===== src/design/assert_macros.svh =====
`ifndef ASSERT_MACROS_SVH
`define ASSERT_MACROS_SVH

// checked only outside reset
`define ASSERT_CLK(lbl, prop, msg) \
    lbl: assert property (@(posedge aclk) disable iff (!aresetn) prop) else $error(msg);

// checked during reset as well
`define ASSERT_ALWAYS(lbl, prop, msg) \
    lbl: assert property (@(posedge aclk) prop) else $error(msg);

`endif


===== src/design/ipfr_ram.sv =====
module ipfr_ram #(
    parameter int WIDTH = 32,
    parameter int DEPTH = 16
) (
    input  logic                     aclk,
    input  logic                     we,
    input  logic [$clog2(DEPTH)-1:0] waddr,
    input  logic [WIDTH-1:0]         wdata,
    input  logic [$clog2(DEPTH)-1:0] raddr,
    output logic [WIDTH-1:0]         rdata
);

    logic [WIDTH-1:0] mem [DEPTH];

    always_ff @(posedge aclk) begin
        if (we) begin
            mem[waddr] <= wdata;
        end
        rdata <= mem[raddr];
    end

endmodule

===== config.mk =====
export PLATFORM = sky130hd
export DESIGN_NAME = ipfr_ram
export DESIGN_NICKNAME = d
export VERILOG_FILES = /design/src/design/assert_macros.svh /design/src/design/ipfr_ram.sv
export SDC_FILE = /design/constraint.sdc
export NUM_CORES = 1
export LEC_CHECK = 0
export BUFFER_PORTS_ARGS = -buffer_cell sky130_fd_sc_hd__buf_2
export CAP_MARGIN = 40
export CORE_ASPECT_RATIO = 1.4
export CORE_MARGIN = 1.5
export CORE_UTILIZATION = 60
export DETAILED_ROUTE_END_ITERATION = 16
export HOLD_SLACK_MARGIN = 0.05
export PLACE_DENSITY_LB_ADDON = 0.12
export SLEW_MARGIN = 25
export SYNTH_ARGS = -nofsm -noshare
export SYNTH_HDL_FRONTEND = slang
export SYNTH_SLANG_ARGS = --single-unit
export TNS_END_PERCENT = 30

===== constraint.sdc =====
create_clock -name aclk -period 7.4 [get_ports aclk]
set_clock_uncertainty 0.2 [all_clocks]
set_input_delay 1.48 -clock aclk [delete_from_list [all_inputs] [get_ports aclk]]
set_output_delay 1.48 -clock aclk [all_outputs]
set_load 0.01 [all_outputs]

==> results of run 1 <==
==> routing by layer <==
layer | global-route usage | part of all wire | up-vias | routed length, um
met2 | 0.4031 | 0.51 | 360 | 20330
met1 | 0.3468 | 0.40 | 4828 | 16080
met4 | 0.07175 | 0.022 | 2 | 896
li1 | - | - | 3776 | -
met5 | 0 | 0.00017 | - | 7
met3 | 0.03768 | 0.068 | 54 | 2736
==> worst max-delay path by stage <==
stage | start | end | slack [ns] | cells after the start
6_report | raddr[0] | rdata[20] | 4.12 | 6
5_1_grt | raddr[0] | rdata[20] | 3.88 | 6
4_1_cts | raddr[0] | rdata[20] | 4.07 | 6
3_5_place_dp | raddr[0] | rdata[20] | 3.46 | 6
3_3_place_gp | raddr[1] | rdata[0] | 3.30 | 5
2_1_floorplan | waddr[2] | mem[0][0] | 2.54 | 2
==> synthesized netlist by cell type (all sizes together) <==
master  count  share of area
edfxtp    512           0.77
mux4      128           0.15
a22oi      64          0.024
nand2      33         0.0062
dfxtp      32          0.032
buf        26         0.0080
clkbuf     17         0.0032
nor2       13         0.0025
nor3        4         0.0010
nand2b      2        0.00063
nand3b      2        0.00076
nor2b       2        0.00063
and2        1        0.00032
nand3       1        0.00025
or3b        1        0.00044
==> power groups by stage <==
stage / Combinational [mW] / Sequential, mW / Clock [mW]
2_1_floorplan: 0.165 / 3.54 / 0
3_3_place_gp: 0.288 / 3.52 / 0
3_5_place_dp: 0.302 / 3.53 / 0
4_1_cts: 0.302 / 3.46 / 2.30
5_1_grt: 0.322 / 3.47 / 2.41
6_report: 0.299 / 3.46 / 2.27
==> worst max-delay path, cell delays in order <==
cell and delay, ns:
clkbuf_8 0.42, buf_4 0.50, buf_12 0.28, mux4_2 0.53, a22oi_1 0.22, nand2_1 0.07
==> final cells by class <==
class                   count  area [um2]  area share
clock inverters            24       131.4    0.005873
flip-flops and latches    544       16020      0.7160
repair buffers             99       628.1     0.02808
clock buffers              64        1291     0.05773
well taps                 440       550.5     0.02461
multi-input cells         251        3749      0.1676
diodes                      1       2.502   0.0001119
==> flip-flops by register name (all words and copies together), names as in the netlist <==
register and flops:
mem 512, rdata 32
==> logic make-up after synthesis <==
logic type      Yosys count
compound gates           64
buf+inv                  43
flops                   544
mux                     128
simple gates             59
==> results by group, run 1 <==
Status
  – Run status: finished, final reports clean

Finish
  – Commonest non-fill, non-tap cell in the layout: edfxtp_1
  – Non-Filler Cell Area, Final: 22370 um2
  – Fillers: 2014
  – Fin cells: 1423
  – Post-layout util: 0.6883
  – Share of layout cells above drive strength 1: 0.3157
  – Fin nets: 986
  – Area growth syn-to-layout: 12.66%
  – Commonest non-fill, non-tap cells in the layout: edfxtp_1 (512), mux4_2 (128), buf_2 (71)

Synthesis
  – XOR/XNOR Fraction of Synth Area: 0
  – Synth Area in Compound Gates: 0.02420
  – Post-synthesis simple-gate area fraction: 0.01273
  – Cell Area, Synth: 19850 um2
  – Largest family of logic cells by synthesized area: multiplexers
  – Syn Nets: 880
  – Synthesis-stage register bit count: 544
  – Synth unique cells: 18
  – Avg Inst Size Synth: 23.69 um2
  – Post-Synth Adder-Cell Area: 0
  – Post-synthesis mux area share: 0.1452
  – YS warnings: 0
  – Post-synthesis cell count: 838
  – Sequential cell area fraction in the yosys report: 0.8067

Placement
  – Port bufs: 73
  – Worst slack, placed: 3.456 ns
  – DP Area: 20920 um2
  – Dpl cells: 1333
  – GP Congestion: 0.7257
  – HPWL Detailed: 19.59 mm

Floorplanning
  – I/O pins: 74
  – Die Span X: 156.7 um
  – Initial Util: 0.6109
  – # rows: 78
  – Core area: 32500 um2
  – Chip height: 218.2 um
  – DIE AREA: 34210 um2

Timing
  – Slew Viols, Final: 0
  – Final hold slack: 0.4686 ns
  – Final Critical Period: 3.279 ns
  – Maximum clock rate: 304.9 MHz
  – Final worst-path cycle share: 0.4432
  – RSZ-0062 raised after global routing: false
  – Final hold violation count: 0
  – # setup viols final: 0
  – Total negative setup slack: 0 ns
  – Least-Margin Pin Slew: 0.7077 ns
  – Max transition margin: 0.5282
  – Setup ws final: 4.121 ns

Power and ir drop
  – Clock power frac: 0.376
  – Seq pwr share: 0.574
  – Int Pwr: 4.797 mW
  – Switching fraction of total power: 0.2045
  – PwrDens: 269.6 nW/um2
  – Combinational power share: 0.050
  – Leak pwr: 7.180 nW
  – Switching power: 1.233 mW
  – Pwr Total: 6.030 mW
  – Max VDD drop: 0.2317 mV

Worst hold path
  – Hold Path Cell Cnt: 3
  – Hold Crit Class: register to register
  – Worst hold path endpoint: rdata[14]
  – Hold Startpoint: mem[14][14]

CTS
  – # Post-CTS Setup Buffers: 0
  – Hold buffers post-CTS: 0
  – CTS sink cnt: 544
  – Clk Latency, worst-skew pair: 0.57 ns
  – CTS buffer count: 48
  – CTS tree: yes
  – CTS Buffer Depth: 3
  – H-tree levels: 2
  – Clock slew at reported path FFs: 0.06 ns
  – Post-CTS Resized: 0
  – CTS root buf: clkbuf_16

Setup path
  – R2R Setup Slk: 5.88 ns
  – Data required, critical path: 7.66 ns
  – Crit path capture type: register
  – Reg2Reg Depth: 3
  – Worst R2R End: rdata[12]
  – Worst Path Max Fanout: 42
  – Crit path kind: input pin to register
  – Crit start category: input pin
  – Reg-to-Reg Start: mem[11][12]
  – Arrival @ worst endpoint: 3.54 ns

Global route
  – Vias in the first global route: 9352
  – GRT overflow: 0
  – All-Layer GR Usage: 0.2451
  – First-pass GRT wire length: 58.59 mm
  – Initial antenna violation count: 1
  – Largest net degree at the start of global routing: 81

Drt
  – WL/cell: 28.14 um
  – Number of DRC markers in iteration 0: 910
  – DR DRC count: 0
  – Drt pass-1 iters: 5
  – WL final: 40.05 mm
  – Detailed-route via count: 9020
  – Post-DR vias/cell: 6.339
  – Routed Antenna Nets: 0

Flow run
  – Max capacitance violation total: 0
Note: power is estimated with default switching activity, not from simulation.
==> inputs of run 2 (changes only) <==
- CORE_UTILIZATION: 60 -> 55
- clock period: 7.4 -> 2.87 ns (I/O delays scaled with it)
==> results by group, run 2 (synthesis gave the netlist of run 1 again) <==
Drt
  – Drt pass-1 iters: 5 (unchanged)
  – WL final: 41.18 mm (was 40.05 mm)
  – Post-DR vias/cell: 6.187 (was 6.339)
  – WL/cell: 28.30 um (was 28.14 um)
  – Routed Antenna Nets: 0 (unchanged)
  – DR DRC count: 0 (unchanged)
  – Number of DRC markers in iteration 0: 880 (was 910)
  – Detailed-route via count: 9002 (was 9020)

CTS
  – Clock slew at reported path FFs: 0.06 ns (about the same)
  – Hold buffers post-CTS: 0 (unchanged)
  – CTS Buffer Depth: 3 (unchanged)
  – CTS root buf: clkbuf_16 (unchanged)
  – # Post-CTS Setup Buffers: 0 (unchanged)
  – CTS tree: yes (unchanged)
  – Post-CTS Resized: 0 (unchanged)
  – H-tree levels: 2 (unchanged)
  – Clk Latency, worst-skew pair: 0.58 ns (was 0.57 ns)
  – CTS buffer count: 50 (was 48)
  – CTS sink cnt: 544 (unchanged)

Floorplanning
  – Core area: 35700 um2 (was 32500 um2)
  – # rows: 82 (was 78)
  – Chip height: 227.8 um (was 218.2 um)
  – I/O pins: 74 (unchanged)
  – Die Span X: 163.6 um (was 156.7 um)
  – Initial Util: 0.5561 (was 0.6109)
  – DIE AREA: 37260 um2 (was 34210 um2)

Timing
  – Final Critical Period: 1.944 ns
  – Least-Margin Pin Slew: 0.4584 ns (was 0.7077 ns)
  – Max transition margin: 0.6938 (was 0.5282)
  – Final hold slack: 0.1687 ns (was 0.4686 ns)
  – Final hold violation count: 0 (unchanged)
  – Final worst-path cycle share: 0.6773
  – Slew Viols, Final: 0 (unchanged)
  – # setup viols final: 0 (unchanged)
  – Maximum clock rate: 514.5 MHz
  – RSZ-0062 raised after global routing: false (unchanged)

Global route
  – Largest net degree at the start of global routing: 70 (was 81)
  – Vias in the first global route: 9614 (was 9352)
  – GRT overflow: 0 (unchanged)
  – Initial antenna violation count: 2 (was 1)
  – First-pass GRT wire length: 61.09 mm (was 58.59 mm)
  – All-Layer GR Usage: 0.2309 (was 0.2451)

Setup path
  – Crit path kind: register to primary output (was input pin to register)
  – Arrival @ worst endpoint: 1.17 ns (was 3.54 ns)
  – Buf/Inv on CP: 1 (was 3)
  – Crit-path max cell delay: 0.42 ns (was 0.53 ns)
  – Data required, critical path: 2.10 ns (was 7.66 ns)
  – Crit start category: register (was input pin)
  – Worst path slowest cell: dfxtp_1 (was mux4_2)
  – Top cell family by delay on the critical path: flip-flops (was buffers and inverters)
  – Crit path capture type: primary output (was register)
  – Worst Path Max Fanout: 1 (was 42)
  – Critical-path cell list: buf_2 (was clkbuf_8 -> buf_4 -> buf_12 -> mux4_2 -> a22oi_1 -> nand2_1)

Placement
  – GP Congestion: 0.7056 (was 0.7257)
  – HPWL Detailed: 20.49 mm (was 19.59 mm)
  – DP Area: 21320 um2 (was 20920 um2)
  – Port bufs: 73 (unchanged)

Power and ir drop
  – Leak pwr: 7.393 nW (was 7.180 nW)
  – PwrDens: 711.8 nW/um2 (was 269.6 nW/um2)
  – Max VDD drop: 0.6333 mV (was 0.2317 mV)

Finish
  – Non-Filler Cell Area, Final: 22960 um2 (was 22370 um2)
  – Biggest register: mem (unchanged)
  – Share of layout cells above drive strength 1: 0.3276 (was 0.3157)
  – Flip-flop count of the largest register after layout: 512 (unchanged)
  – Commonest non-fill, non-tap cells in the layout: edfxtp_1 (512), mux4_2 (128), buf_2 (71) (unchanged)
  – Area growth syn-to-layout: 15.65% (was 12.66%)
  – Biggest regs: mem (512), rdata (32) (unchanged)
  – Fin nets: 993 (was 986)
  – Post-layout util: 0.6431 (was 0.6883)
  – Commonest non-fill, non-tap cell in the layout: edfxtp_1 (unchanged)

Flow run
  – Max capacitance violation total: 0 (unchanged)

Worst hold path
  – Hold Crit Class: input pin to register (was register to register)

Status
  – Run status: finished, final reports clean (unchanged)
-- run 2: cell types whose count changed in the layout (fill, tap and decap cells not counted), moves of 2 or more --
cell	delta
buf_12	+27
buf_4	-19
clkinv_1	-8
bufinv_16	+5
clkbuf_1	+4
clkbuf_16	+3
clkinv_4	-3
nor3_2	-3
nor3_4	+3
buf_16	-2
clkbuf_8	+2
clkinv_2	+2
-- run 2: area by class of cell --
| cell class | instances | area (um2) |
|---|---|---|
| diodes | 1 | 2.502 |
| flip-flops and latches | 544 | 16020 |
| repair buffers | 104 | 959.7 |
| clock buffers | 73 | 1409 |
| multi-input cells | 251 | 3769 |
| fillers | 2380 | 12740 |
| well taps | 462 | 578.1 |
| clock inverters | 20 | 227.7 |
-- run 2: metal layers --
metal	track usage	wire [um]	vias up
met3	0.03164	2006	58
met4	0.06591	880	2
met5	0	13	-
met1	0.3139	16490	4873
li1	-	-	3797
met2	0.3941	21780	272
-- run 2: path summary, 6_finish.rpt --
kind | from | endpoint | slack, ns | cells after the start
worst max-delay path | rdata[16] | rdata[16] | 0.93 | 1
worst min register to register | mem[14][9] | rdata[9] | 0.47 | 3
worst max register to register | mem[11][10] | rdata[10] | 1.37 | 3
worst min-delay path | wdata[13] | mem[1][13] | 0.17 | 1
-- run 2: power breakdown --
part | switching (mW) | internal, mW | total (mW)
Clock | 2.74 | 3.86 | 6.60
Sequential | 0.0536 | 8.88 | 8.93
Combinational | 0.463 | 0.347 | 0.809
-- run 2: metrics by stage --
stage | total power [mW] | setup WS, ns | setup TNS, ns | cells
2_1_floorplan | 9.543 | -0.7058 | -44.87 | 838
3_3_place_gp | 9.893 | 0.5261 | 0 | 1361
3_5_place_dp | 9.927 | 0.5009 | 0 | 1361
4_1_cts | 16.45 | 0.9257 | 0 | 1454
5_1_grt | 16.81 | 0.9370 | 0 | 1455
6_report | 16.34 | 0.9262 | 0 | 1455
==> inputs of run 3 (changes only) <==
- CORE_UTILIZATION: 55 -> 60
- clock period: 2.87 -> 1.9 ns (I/O delays scaled with it)
==> results by group, run 3 (synthesis gave the netlist of run 1 again) <==
Worst hold path
  – Hold Crit Class: input pin to register (unchanged)
  – Hold Path Cell Cnt: 4 (was 1)

Timing
  – Least-Margin Pin Slew: 0.4845 ns (was 0.4584 ns)
  – Max transition margin: 0.6770 (was 0.6938)
  – Final Critical Period: 1.748 ns
  – Maximum clock rate: 572.0 MHz
  – Final worst-path cycle share: 0.9201
  – Total negative setup slack: 0 ns (unchanged)
  – RSZ-0062 raised after global routing: false (unchanged)
  – Slew Viols, Final: 0 (unchanged)
  – # setup viols final: 0 (unchanged)
  – Final hold violation count: 0 (unchanged)

Finish
  – Fillers: 1844 (was 2380)
  – Share of layout cells above drive strength 1: 0.3486 (was 0.3276)
  – Flip-flop count of the largest register after layout: 512 (unchanged)
  – Fin nets: 1073 (was 993)
  – Biggest regs: mem (512), rdata (32) (unchanged)
  – Commonest non-fill, non-tap cell in the layout: edfxtp_1 (unchanged)
  – Fin cells: 1507 (was 1455)
  – Area growth syn-to-layout: 19.85% (was 15.65%)
  – Commonest non-fill, non-tap cells in the layout: edfxtp_1 (512), mux4_2 (128), buf_2 (71) (unchanged)
  – ANT cells: 0 (was 1)
  – Biggest register: mem (unchanged)

Setup path
  – Top cell family by delay on the critical path: flip-flops (unchanged)
  – Crit path kind: register to primary output (unchanged)
  – Worst path slowest cell: dfxtp_1 (unchanged)
  – Crit-path max cell delay: 0.42 ns (about the same)
  – Critical Path Stages: 1 (unchanged)
  – Buf/Inv on CP: 1 (unchanged)
  – Reg2Reg Depth: 3 (unchanged)
  – Arrival @ worst endpoint: 1.17 ns (about the same)
  – Data required, critical path: 1.32 ns (was 2.10 ns)
  – Worst Path Max Fanout: 1 (unchanged)
  – Critical-path cell list: buf_2 (unchanged)
  – Crit path capture type: primary output (unchanged)
  – Crit start category: register (unchanged)

CTS
  – CTS Buffer Depth: 3 (unchanged)
  – # Post-CTS Setup Buffers: 0 (unchanged)
  – H-tree levels: 2 (unchanged)
  – CTS tree: yes (unchanged)
  – CTS sink cnt: 544 (unchanged)
  – Clock slew at reported path FFs: 0.06 ns (about the same)
  – Clk Latency, worst-skew pair: 0.56 ns (was 0.58 ns)
  – CTS root buf: clkbuf_16 (unchanged)
  – CTS buffer count: 48 (was 50)

Global route
  – Vias in the first global route: 9994 (was 9614)
  – GRT overflow: 0 (unchanged)
  – First-pass GRT wire length: 62.75 mm (was 61.09 mm)
  – Initial antenna violation count: 1 (was 2)
  – All-Layer GR Usage: 0.2612 (was 0.2309)
  – Largest net degree at the start of global routing: 39 (was 70)

Power and ir drop
  – PwrDens: 1038 nW/um2 (was 711.8 nW/um2)
  – Leak pwr: 7.823 nW (was 7.393 nW)
  – Max VDD drop: 1.105 mV (was 0.6333 mV)

Floorplanning
  – Initial Util: 0.6109 (was 0.5561)
  – Chip height: 218.2 um (was 227.8 um)
  – Core area: 32500 um2 (was 35700 um2)
  – I/O pins: 74 (unchanged)
  – Die Span X: 156.7 um (was 163.6 um)
  – DIE AREA: 34210 um2 (was 37260 um2)
  – # rows: 78 (was 82)

Placement
  – GP Congestion: 0.7348 (was 0.7056)
  – Port bufs: 73 (unchanged)
  – Dpl cells: 1389 (was 1361)
  – HPWL Detailed: 24.18 mm (was 20.49 mm)

Drt
  – WL final: 42.04 mm (was 41.18 mm)
  – WL/cell: 27.89 um (was 28.30 um)
  – Detailed-route via count: 9409 (was 9002)
  – Drt pass-1 iters: 5 (unchanged)
  – Post-DR vias/cell: 6.244 (was 6.187)
  – Routed Antenna Nets: 0 (unchanged)
  – DR DRC count: 0 (unchanged)
  – Number of DRC markers in iteration 0: 865 (was 880)

Flow run
  – Max capacitance violation total: 0 (unchanged)

Status
  – Run status: finished, final reports clean (unchanged)
## run 3: path summary, 6_finish.rpt
path | slack [ns] | to | startpoint
worst min register to register | 0.47 | rdata[1] | mem[14][1]
worst max register to register | 0.37 | rdata[19] | mem[0][19]
worst min-delay path | 0.11 | rdata[28] | raddr[3]
worst max-delay path | 0.15 | rdata[11] | rdata[11]
## run 3: per-layer routing
metal  routed length (um)  track usage  vias up
met3                 2650      0.03906       70
met2                22530       0.4553      399
met1                15900       0.3447     4977
li1                     -            -     3961
met5                   10            0        -
met4                  944      0.07651        2
## run 3: layout make-up
type	count	area [um2]	area share
multi-input cells	251	3789	0.1592
repair buffers	186	1838	0.07725
clock inverters	14	219.0	0.009202
clock buffers	72	1383	0.05811
well taps	440	550.5	0.02314
flip-flops and latches	544	16020	0.6731
## run 3: power by group
group	switching, mW	leakage [nW]	total (mW)	internal, mW
sequential	0.0873	4.89	13.5	13.4
combinational	0.738	2.14	1.39	0.649
clock	3.99	0.787	9.82	5.83
total	4.82	7.82	24.7	19.9
## run 3: stage by stage
step	worst slack [ns]	area, um2	utilization	total power, mW	hold slack [ns]
final	0.1519	23790	0.7322	24.71	0.1053
after global routing	0.1301	23790	0.7322	25.43	0.1102
after CTS	0.1558	23790	0.7322	24.89	0.08644
after detailed placement	-0.1659	21870	0.6730	15.10	0.4527
after global placement	-0.1523	21840	0.6722	15.03	0.4443
after floorplan	-0.3892	19960	-	14.42	0.2789
## run 3: timing repair
item                      4_1_cts  5_1_grt
hold endpoints to repair      512        0
resized for setup               0        0
hold buffers                   32        0
